[config.mk]
export PLATFORM = sky130hd
export DESIGN_NAME = go_back_n_sender
export DESIGN_NICKNAME = d
export VERILOG_FILES = /design/src/gbn_pkg.sv /design/src/gbn_ctrl.sv /design/src/gbn_datapath.sv /design/src/go_back_n_sender.sv
export SDC_FILE = /design/constraint.sdc
export NUM_CORES = 1
export LEC_CHECK = 0
export BUFFER_PORTS_ARGS = -buffer_cell sky130_fd_sc_hd__buf_2
export CORE_AREA = 2 2 136 138
export CTS_CLUSTER_DIAMETER = 80
export DETAILED_ROUTE_END_ITERATION = 6
export DIE_AREA = 0 0 138 140
export PLACE_DENSITY_LB_ADDON = 0.12
export SLEW_MARGIN = 5
export SYNTH_ARGS = -nofsm -noshare
export SYNTH_HDL_FRONTEND = slang
export SYNTH_SLANG_ARGS = --single-unit
[constraint.sdc]
create_clock -name clk -period 7.6 [get_ports clk]
set_clock_uncertainty 0.15 [all_clocks]
set_input_delay 1.52 -clock clk [delete_from_list [all_inputs] [get_ports clk]]
set_output_delay 1.52 -clock clk [all_outputs]
set_load 0.005 [all_outputs]
[src/gbn_pkg.sv]
// Shared types, codes and widths for the go-back-n sender.
`timescale 1ns / 1ps

package gbn_pkg;

    localparam int SEQ_W        = 16;
    localparam int BASE_W       = SEQ_W + 1;
    localparam int WIN_W        = 5;
    localparam int PKT_W        = 16;
    localparam int RETRY_W      = 8;
    localparam int OP_W         = 2;
    localparam int STAT_W       = 2;
    localparam int CFG_IDX_W    = 2;
    localparam int CFG_DATA_W   = 16;
    localparam int IN_DATA_W    = 16;
    localparam int OUT_DATA_W   = 56;
    localparam int WINDOW_MAX_DEF = 16;

    localparam logic [WIN_W-1:0]   WINDOW_SIZE_RST  = WIN_W'(3);
    localparam logic [PKT_W-1:0]   PACKET_COUNT_RST = PKT_W'(5);
    localparam logic [RETRY_W-1:0] MAX_RETRIES_RST  = RETRY_W'(5);

    typedef enum logic [OP_W-1:0] {
        OP_START   = 2'd0,
        OP_ACK     = 2'd1,
        OP_TIMEOUT = 2'd2,
        OP_SPARE   = 2'd3
    } op_t;

    typedef enum logic [STAT_W-1:0] {
        ST_RUNNING = 2'd0,
        ST_DONE    = 2'd1,
        ST_ABORTED = 2'd2,
        ST_SPARE   = 2'd3
    } status_code_t;

    typedef enum logic [CFG_IDX_W-1:0] {
        REG_WINDOW_SIZE  = 2'd0,
        REG_PACKET_COUNT = 2'd1,
        REG_MAX_RETRIES  = 2'd2,
        REG_SPARE        = 2'd3
    } cfg_index_t;

    typedef struct packed {
        logic latch_in;
        logic apply_event;
        logic load_limit;
        logic emit_send;
        logic emit_status;
    } cmd_t;

    typedef struct packed {
        logic skip;
        logic has_send;
        logic last_send;
        logic slot_free;
    } dp_status_t;

endpackage

[src/gbn_ctrl.sv]
// Event sequencer for the go-back-n sender.
`timescale 1ns / 1ps

module gbn_ctrl (
    input  logic               clk,
    input  logic               rst_n,
    input  logic               in_valid,
    output logic               in_ready,
    input  gbn_pkg::dp_status_t sts,
    output gbn_pkg::cmd_t      cmd
);
    import gbn_pkg::*;

    typedef enum logic [3:0] {
        S_IDLE  = 4'b0001,
        S_EVENT = 4'b0010,
        S_LIMIT = 4'b0100,
        S_EMIT  = 4'b1000
    } state_t;

    state_t state_reg;
    state_t state_next;

    always_ff @(posedge clk or negedge rst_n)
    begin
        if (!rst_n)
        begin
            state_reg <= S_IDLE;
        end
        else
        begin
            state_reg <= state_next;
        end
    end

    always_comb
    begin
        state_next = state_reg;
        cmd        = '0;
        in_ready   = 1'b0;
        case (state_reg)
            S_IDLE:
            begin
                in_ready = 1'b1;
                if (in_valid)
                begin
                    cmd.latch_in = 1'b1;
                    state_next   = S_EVENT;
                end
            end
            S_EVENT:
            begin
                cmd.apply_event = 1'b1;
                state_next      = S_LIMIT;
            end
            S_LIMIT:
            begin
                cmd.load_limit = 1'b1;
                state_next     = S_EMIT;
            end
            S_EMIT:
            begin
                if (sts.slot_free)
                begin
                    if (sts.skip || !sts.has_send)
                    begin
                        cmd.emit_status = 1'b1;
                        state_next      = S_IDLE;
                    end
                    else
                    begin
                        cmd.emit_send = 1'b1;
                        if (sts.last_send)
                        begin
                            state_next = S_IDLE;
                        end
                    end
                end
            end
            default:
            begin
                state_next = S_IDLE;
            end
        endcase
    end

endmodule

[src/gbn_datapath.sv]
// Window state, configuration registers and output register of the go-back-n sender.
`timescale 1ns / 1ps

module gbn_datapath #(
    parameter int WINDOW_MAX = gbn_pkg::WINDOW_MAX_DEF
) (
    input  logic                            clk,
    input  logic                            rst_n,
    input  logic                            cfg_we,
    input  logic [gbn_pkg::CFG_IDX_W-1:0]   cfg_index,
    input  logic [gbn_pkg::CFG_DATA_W-1:0]  cfg_data,
    input  logic [gbn_pkg::OP_W-1:0]        in_op,
    input  logic [gbn_pkg::SEQ_W-1:0]       in_ack,
    input  gbn_pkg::cmd_t                   cmd,
    output gbn_pkg::dp_status_t             sts,
    output logic                            m_tvalid,
    input  logic                            m_tready,
    output logic [gbn_pkg::OUT_DATA_W-1:0]  m_tdata,
    output logic                            m_tuser,
    output logic                            m_tlast
);
    import gbn_pkg::*;

    localparam int CntW = $clog2(WINDOW_MAX + 1);

    logic [WIN_W-1:0]   win_cfg_reg;
    logic [PKT_W-1:0]   pkt_cfg_reg;
    logic [RETRY_W-1:0] retry_cfg_reg;

    logic [OP_W-1:0]    op_reg;
    logic [SEQ_W-1:0]   ack_reg;
    logic [BASE_W-1:0]  base_reg;
    logic [BASE_W-1:0]  base_next;
    logic [BASE_W-1:0]  next_reg;
    logic [BASE_W-1:0]  next_next;
    logic [RETRY_W-1:0] retry_reg;
    logic [RETRY_W-1:0] retry_next;
    logic               aborted_reg;
    logic               aborted_next;
    logic               skip_reg;
    logic               skip_next;
    logic [BASE_W-1:0]  limit_reg;
    logic [CntW-1:0]    cnt_reg;

    logic               m_valid_reg;
    logic [SEQ_W-1:0]   seq_out_reg;
    logic [BASE_W-1:0]  pay_out_reg;
    logic [BASE_W-1:0]  base_out_reg;
    logic [STAT_W-1:0]  stat_out_reg;
    logic               user_out_reg;
    logic               last_out_reg;

    logic               finished;
    logic [BASE_W-1:0]  ack_base;
    logic [RETRY_W-1:0] retry_inc;
    logic [BASE_W-1:0]  win_sat;
    logic [BASE_W:0]    limit_sum;
    logic [BASE_W-1:0]  limit_val;
    logic [BASE_W-1:0]  next_inc;
    logic [STAT_W-1:0]  cur_status;

    assign finished  = aborted_reg || (base_reg >= {1'b0, pkt_cfg_reg});
    assign ack_base  = {1'b0, ack_reg} + BASE_W'(1);
    assign retry_inc = (retry_reg == '1) ? retry_reg : retry_reg + RETRY_W'(1);
    assign win_sat   = (int'(win_cfg_reg) > WINDOW_MAX) ? BASE_W'(WINDOW_MAX)
                                                        : BASE_W'(win_cfg_reg);
    assign limit_sum = {1'b0, base_reg} + {1'b0, win_sat};
    assign limit_val = (limit_sum > (BASE_W + 1)'(pkt_cfg_reg)) ? BASE_W'(pkt_cfg_reg)
                                                                : limit_sum[BASE_W-1:0];
    assign next_inc  = next_reg + BASE_W'(1);

    always_comb
    begin
        if (aborted_reg)
        begin
            cur_status = ST_ABORTED;
        end
        else if (base_reg >= {1'b0, pkt_cfg_reg})
        begin
            cur_status = ST_DONE;
        end
        else
        begin
            cur_status = ST_RUNNING;
        end
    end

    always_comb
    begin
        base_next    = base_reg;
        next_next    = next_reg;
        retry_next   = retry_reg;
        aborted_next = aborted_reg;
        skip_next    = skip_reg;
        if (cmd.apply_event)
        begin
            skip_next = finished;
            if (!finished)
            begin
                case (op_reg)
                    OP_ACK:
                    begin
                        retry_next = '0;
                        if ({1'b0, ack_reg} >= base_reg)
                        begin
                            base_next = ack_base;
                            if (next_reg < ack_base)
                            begin
                                next_next = ack_base;
                            end
                        end
                    end
                    OP_TIMEOUT:
                    begin
                        retry_next = retry_inc;
                        if (retry_inc >= retry_cfg_reg)
                        begin
                            aborted_next = 1'b1;
                            skip_next    = 1'b1;
                        end
                        else
                        begin
                            next_next = base_reg;
                        end
                    end
                    default:
                    begin
                        next_next = next_reg;
                    end
                endcase
            end
        end
        else if (cmd.emit_send)
        begin
            next_next = next_inc;
        end
    end

    always_ff @(posedge clk or negedge rst_n)
    begin
        if (!rst_n)
        begin
            win_cfg_reg   <= WINDOW_SIZE_RST;
            pkt_cfg_reg   <= PACKET_COUNT_RST;
            retry_cfg_reg <= MAX_RETRIES_RST;
        end
        else if (cfg_we)
        begin
            case (cfg_index)
                REG_WINDOW_SIZE:  win_cfg_reg   <= cfg_data[WIN_W-1:0];
                REG_PACKET_COUNT: pkt_cfg_reg   <= cfg_data[PKT_W-1:0];
                REG_MAX_RETRIES:  retry_cfg_reg <= cfg_data[RETRY_W-1:0];
                default:          win_cfg_reg   <= win_cfg_reg;
            endcase
        end
    end

    always_ff @(posedge clk or negedge rst_n)
    begin
        if (!rst_n)
        begin
            base_reg    <= '0;
            next_reg    <= '0;
            retry_reg   <= '0;
            aborted_reg <= 1'b0;
            skip_reg    <= 1'b0;
            cnt_reg     <= '0;
            m_valid_reg <= 1'b0;
        end
        else
        begin
            base_reg    <= base_next;
            next_reg    <= next_next;
            retry_reg   <= retry_next;
            aborted_reg <= aborted_next;
            skip_reg    <= skip_next;
            if (cmd.load_limit)
            begin
                cnt_reg <= '0;
            end
            else if (cmd.emit_send)
            begin
                cnt_reg <= cnt_reg + CntW'(1);
            end
            if (cmd.emit_send || cmd.emit_status)
            begin
                m_valid_reg <= 1'b1;
            end
            else if (m_tready)
            begin
                m_valid_reg <= 1'b0;
            end
        end
    end

    always_ff @(posedge clk)
    begin
        if (cmd.latch_in)
        begin
            op_reg  <= in_op;
            ack_reg <= in_ack;
        end
        if (cmd.load_limit)
        begin
            limit_reg <= limit_val;
        end
        if (cmd.emit_send)
        begin
            seq_out_reg  <= next_reg[SEQ_W-1:0];
            pay_out_reg  <= next_inc;
            base_out_reg <= base_reg;
            stat_out_reg <= cur_status;
            user_out_reg <= 1'b1;
            last_out_reg <= sts.last_send;
        end
        else if (cmd.emit_status)
        begin
            seq_out_reg  <= '0;
            pay_out_reg  <= '0;
            base_out_reg <= base_reg;
            stat_out_reg <= cur_status;
            user_out_reg <= 1'b0;
            last_out_reg <= 1'b1;
        end
    end

    assign sts.skip      = skip_reg;
    assign sts.has_send  = next_reg < limit_reg;
    assign sts.last_send = (next_inc >= limit_reg) || (cnt_reg == CntW'(WINDOW_MAX - 1));
    assign sts.slot_free = !m_valid_reg || m_tready;

    assign m_tvalid = m_valid_reg;
    assign m_tdata  = {{(OUT_DATA_W - SEQ_W - 2 * BASE_W - STAT_W){1'b0}},
                       stat_out_reg, base_out_reg, pay_out_reg, seq_out_reg};
    assign m_tuser  = user_out_reg;
    assign m_tlast  = last_out_reg;

endmodule

[src/go_back_n_sender.sv]
// Top level of the go-back-n sender: event sequencer plus window datapath.
//
// Input stream: one word per event; s_tuser holds the event kind (start,
// acknowledgement, timeout) and s_tdata the acknowledged sequence number.
// Output stream: one word per packet to send, or one status word when an
// event sends nothing; m_tlast marks the final word of an event and m_tuser
// tells a packet word from a status word.
// Configuration: window size, packet count and retry limit through
// cfg_we / cfg_index / cfg_data; write only while the block is idle.
// Sequence: an event is taken in S_IDLE, applied in S_EVENT, the window
// limit is settled in S_LIMIT, and then one word is loaded per cycle into
// the output register while the output slot is free (m_tready stalls it).
// Reset clears the window base, next sequence, retry count and abort flag
// and loads the configuration defaults (window 3, 5 packets, 5 retries).
// When m_tready is low the output register holds its word and the
// sequencer waits; no word is dropped. s_tready is high only between events.
`timescale 1ns / 1ps

module go_back_n_sender #(
    parameter int WINDOW_MAX = gbn_pkg::WINDOW_MAX_DEF
) (
    input  logic                            clk,
    input  logic                            rst_n,
    input  logic                            cfg_we,
    input  logic [gbn_pkg::CFG_IDX_W-1:0]   cfg_index,
    input  logic [gbn_pkg::CFG_DATA_W-1:0]  cfg_data,
    input  logic                            s_tvalid,
    output logic                            s_tready,
    input  logic [gbn_pkg::IN_DATA_W-1:0]   s_tdata,  // [15:0] ack_number
    input  logic [gbn_pkg::OP_W-1:0]        s_tuser,  // [1:0] operation
    output logic                            m_tvalid,
    input  logic                            m_tready,
    // [15:0] seq_number, [32:16] payload, [49:33] window_base, [51:50] status
    output logic [gbn_pkg::OUT_DATA_W-1:0]  m_tdata,
    output logic                            m_tuser,  // [0] send_valid
    output logic                            m_tlast
);
    import gbn_pkg::*;

    cmd_t       cmd;
    dp_status_t sts;

    gbn_ctrl u_ctrl (
        .clk      (clk),
        .rst_n    (rst_n),
        .in_valid (s_tvalid),
        .in_ready (s_tready),
        .sts      (sts),
        .cmd      (cmd)
    );

    gbn_datapath #(
        .WINDOW_MAX (WINDOW_MAX)
    ) u_datapath (
        .clk       (clk),
        .rst_n     (rst_n),
        .cfg_we    (cfg_we),
        .cfg_index (cfg_index),
        .cfg_data  (cfg_data),
        .in_op     (s_tuser),
        .in_ack    (s_tdata[SEQ_W-1:0]),
        .cmd       (cmd),
        .sts       (sts),
        .m_tvalid  (m_tvalid),
        .m_tready  (m_tready),
        .m_tdata   (m_tdata),
        .m_tuser   (m_tuser),
        .m_tlast   (m_tlast)
    );

endmodule

==> results.yml <==
pwr:
  leakage_nw: 5.48
  peakVddDrop_mv: 0.192
  power.total_mw: 3.82
  powerDensity_nw_per_um2: 325
sta:
  fin_crit_ns: 5.07
  fin_tns_setup_ns: 0
  finalHoldViolCount: 0
  post-route-period-util_pct: 66.6
  drv_slew: 0
  setup_violations: 0
  rsz0062_at_grt: "false"
  slew_headroom_pct: 23.8
  hold-worst-slack_ns: 0.292
  setup_ws_ns: 2.53
  fmax_ghz: 0.197
  tightest_slew_ns: 1.14
grt:
  grtUsageMet3_pct: 4.10
  grt_overflow: 0
  use_met1_pct: 35.0
  antenna_found_initial: 0
  top_usage_layer: "met2"
  grt_pass1_vias: 7311
  grt_max_degree: 61
  grt_pass1_wl_mm: 38.9
  met2_usage_pct: 42.7
  grt_usage_pct: 26.0
synthesis:
  syn_inst: 944
  synth_edf_count: 88
  synth_common_cells: "ha_1 (118), inv_1 (96), edfxtp_1 (88)"
  ys.flop_type: "edfxtp_1"
  yosysUniqueCellTypes: 77
  yosysMostFrequentCell: "ha_1"
  yosysTopAreaCell: "edfxtp_1"
  synth_seq_cells: 172
  yosysTopAreaCellShare_pct: 25.1
  synthArstFlopShare_pct: 48.3
  synthTopCellsByArea: "edfxtp_1 (25%), dfrtp_1 (18%), ha_1 (14%), mux2_2 (4.6%), inv_1 (3.4%)"
  syn_area_sq_um: 10500
  yosys_warnings: 0
  ys_seq_area_share_pct: 45.1
  avgSynthCellArea_sq_um: 11.2
finish:
  insertedDiodeCount: 0
  fin_area_sq_um: 11700
  nets: 1205
  fillers: 1421
  register_area_sq_um: 4750
  final_util_pct: 66.1
  layout-drive-gt1-share_pct: 19.6
  fin_cells: 1287
  area_growth_pct: 11.5
  multi_input_area_sq_um: 5310
cts:
  clkTransAtPathRegs_ns: 0.06
  ctsLongestPathBuffers: 2
  clock_sinks: 172
  cts_tree: "done"
  cts_buffers: 17
  insertion_delay_ns: 0.44
  cts_root_buf: "clkbuf_16"
  ctsHoldBuffers: 0
  post_cts_buffers: 0
  cts.htree.levels: 4
  cts_resized: 0
floorplan:
  start_util_pct: 59.3
  row_count: 49
  die_h_um: 140
  core-area_sq_um: 17800
  die_area_sq_um: 19300
  die_w_um: 138
  num_io_pins: 101
routing:
  drc: 0
  wl_per_cell_um: 18.9
  vias_per_cell: 5.76
  drt_iter0_drc: 395
  dr.pass1.iters: 5
  ant_nets: 0
  vias: 7413
  drt-total-wl_mm: 24.3
hold_path:
  hold_depth: 2
  hp-class: "flip-flop to flip-flop"
setup_path:
  max_stage_delay_ns: 0.74
  worstRegToRegCells: 16
  worstPathRequired_ns: 7.64
  cp_top_family: "compound AO/OA/AOI/OAI gates"
  cp_cell_sequence: "nor2b_1, ha_1, a21o_1, a21oi_1, nor2b_1, o31a_1, nand3_1, xnor2_1, ha_1, and3_1, nand3_1, or2_0, or3_2, o311ai_1, o211a_1, mux2_2"
  crit_arrival_ns: 5.10
  critical_path.startpoint_type: "flip-flop"
  cp.depth: 16
  worstSetupPathType: "flip-flop to flip-flop"
  worstPathMaxFanout: 16
  slowest_stage: "o211a_1"
  cp_num_buf_inv: 0
  cp-end-kind: "flip-flop"
placed_design:
  port_buffers: 96
  hpwl_mm: 19.0
  dpl_worst_slack_ns: 2.56
  placed_cell_area_sq_um: 11200
  gp_routability_congestion: 0.929
  dp_cells: 1255
status:
  status: "complete, no violations"
job:
  drv_cap: 0
## worst reg2reg max path: stages, from the launching register on
cell      delay, ns
dfstp_2        0.52
nor2b_1        0.23
ha_1           0.28
a21o_1         0.15
a21oi_1        0.21
nor2b_1        0.09
o31a_1         0.36
nand3_1        0.15
xnor2_1        0.09
ha_1           0.31
and3_1         0.16
nand3_1        0.10
or2_0          0.25
or3_2          0.50
o311ai_1       0.11
o211a_1        0.74
mux2_2         0.43
## final timing paths
check,from,to,slack (ns)
max reg2reg,u_datapath.win_cfg_reg[1],u_datapath.limit_reg[2],2.53
min reg2reg,u_datapath.m_tuser,u_datapath.m_tuser,0.29
max,u_datapath.win_cfg_reg[1],u_datapath.limit_reg[2],2.53
min,u_datapath.m_tuser,u_datapath.m_tuser,0.29
max in group asynchronous,rst_n,u_datapath.base_reg[14],5.37
min in group asynchronous,rst_n,u_datapath.pkt_cfg_reg[3],0.82
## final cells by class
class,count,share of cell area [%]
multi-input cells,658,45.2
flip-flops and latches,172,40.4
well taps,229,2.44
inverters,98,3.13
clock buffers,23,3.98
clock inverters,9,0.628
repair buffers,98,4.24
## report_power, final
group          internal [mW]  switching (mW)
Combinational          0.678           0.850
Clock                  0.464           0.354
Sequential              1.22           0.258
## cells in the final DEF (no fill, tap or decap), types with 24 or more instances in the layout
master    instances
inv_1            95
nand2_1          42
nand3_1          34
ha_1            118
xnor2_1          33
mux2i_1          33
mux2_2           43
dfrtp_1          76
and2_1           28
edfxtp_1         88
o21ai_0          24
a21oi_1          46
nor2_1           62
buf_2            95
## logic make-up (layout without fill, tap and decap cells)
logic type               Yosys count  count (layout)  synth area share, %
buffers and inverters            118             228                 4.73
AO/OA/AOI/OAI                    135             135                 8.55
adder cells (fa/ha/maj)          119             119                 14.2
flip-flops                       172             172                 45.1
AND/OR/NAND/NOR                  257             257                 13.4
other                              1               5               0.0356
multiplexers                      96              96                 10.2
XOR/XNOR                          46              46                 3.82
## routing by layer
metal	routed length [um]	up-vias
met5	0	-
met4	642	0
met3	1100	37
met2	11600	189
met1	11000	3589
li1	-	3598
Note: power is estimated with default switching activity, not from simulation.
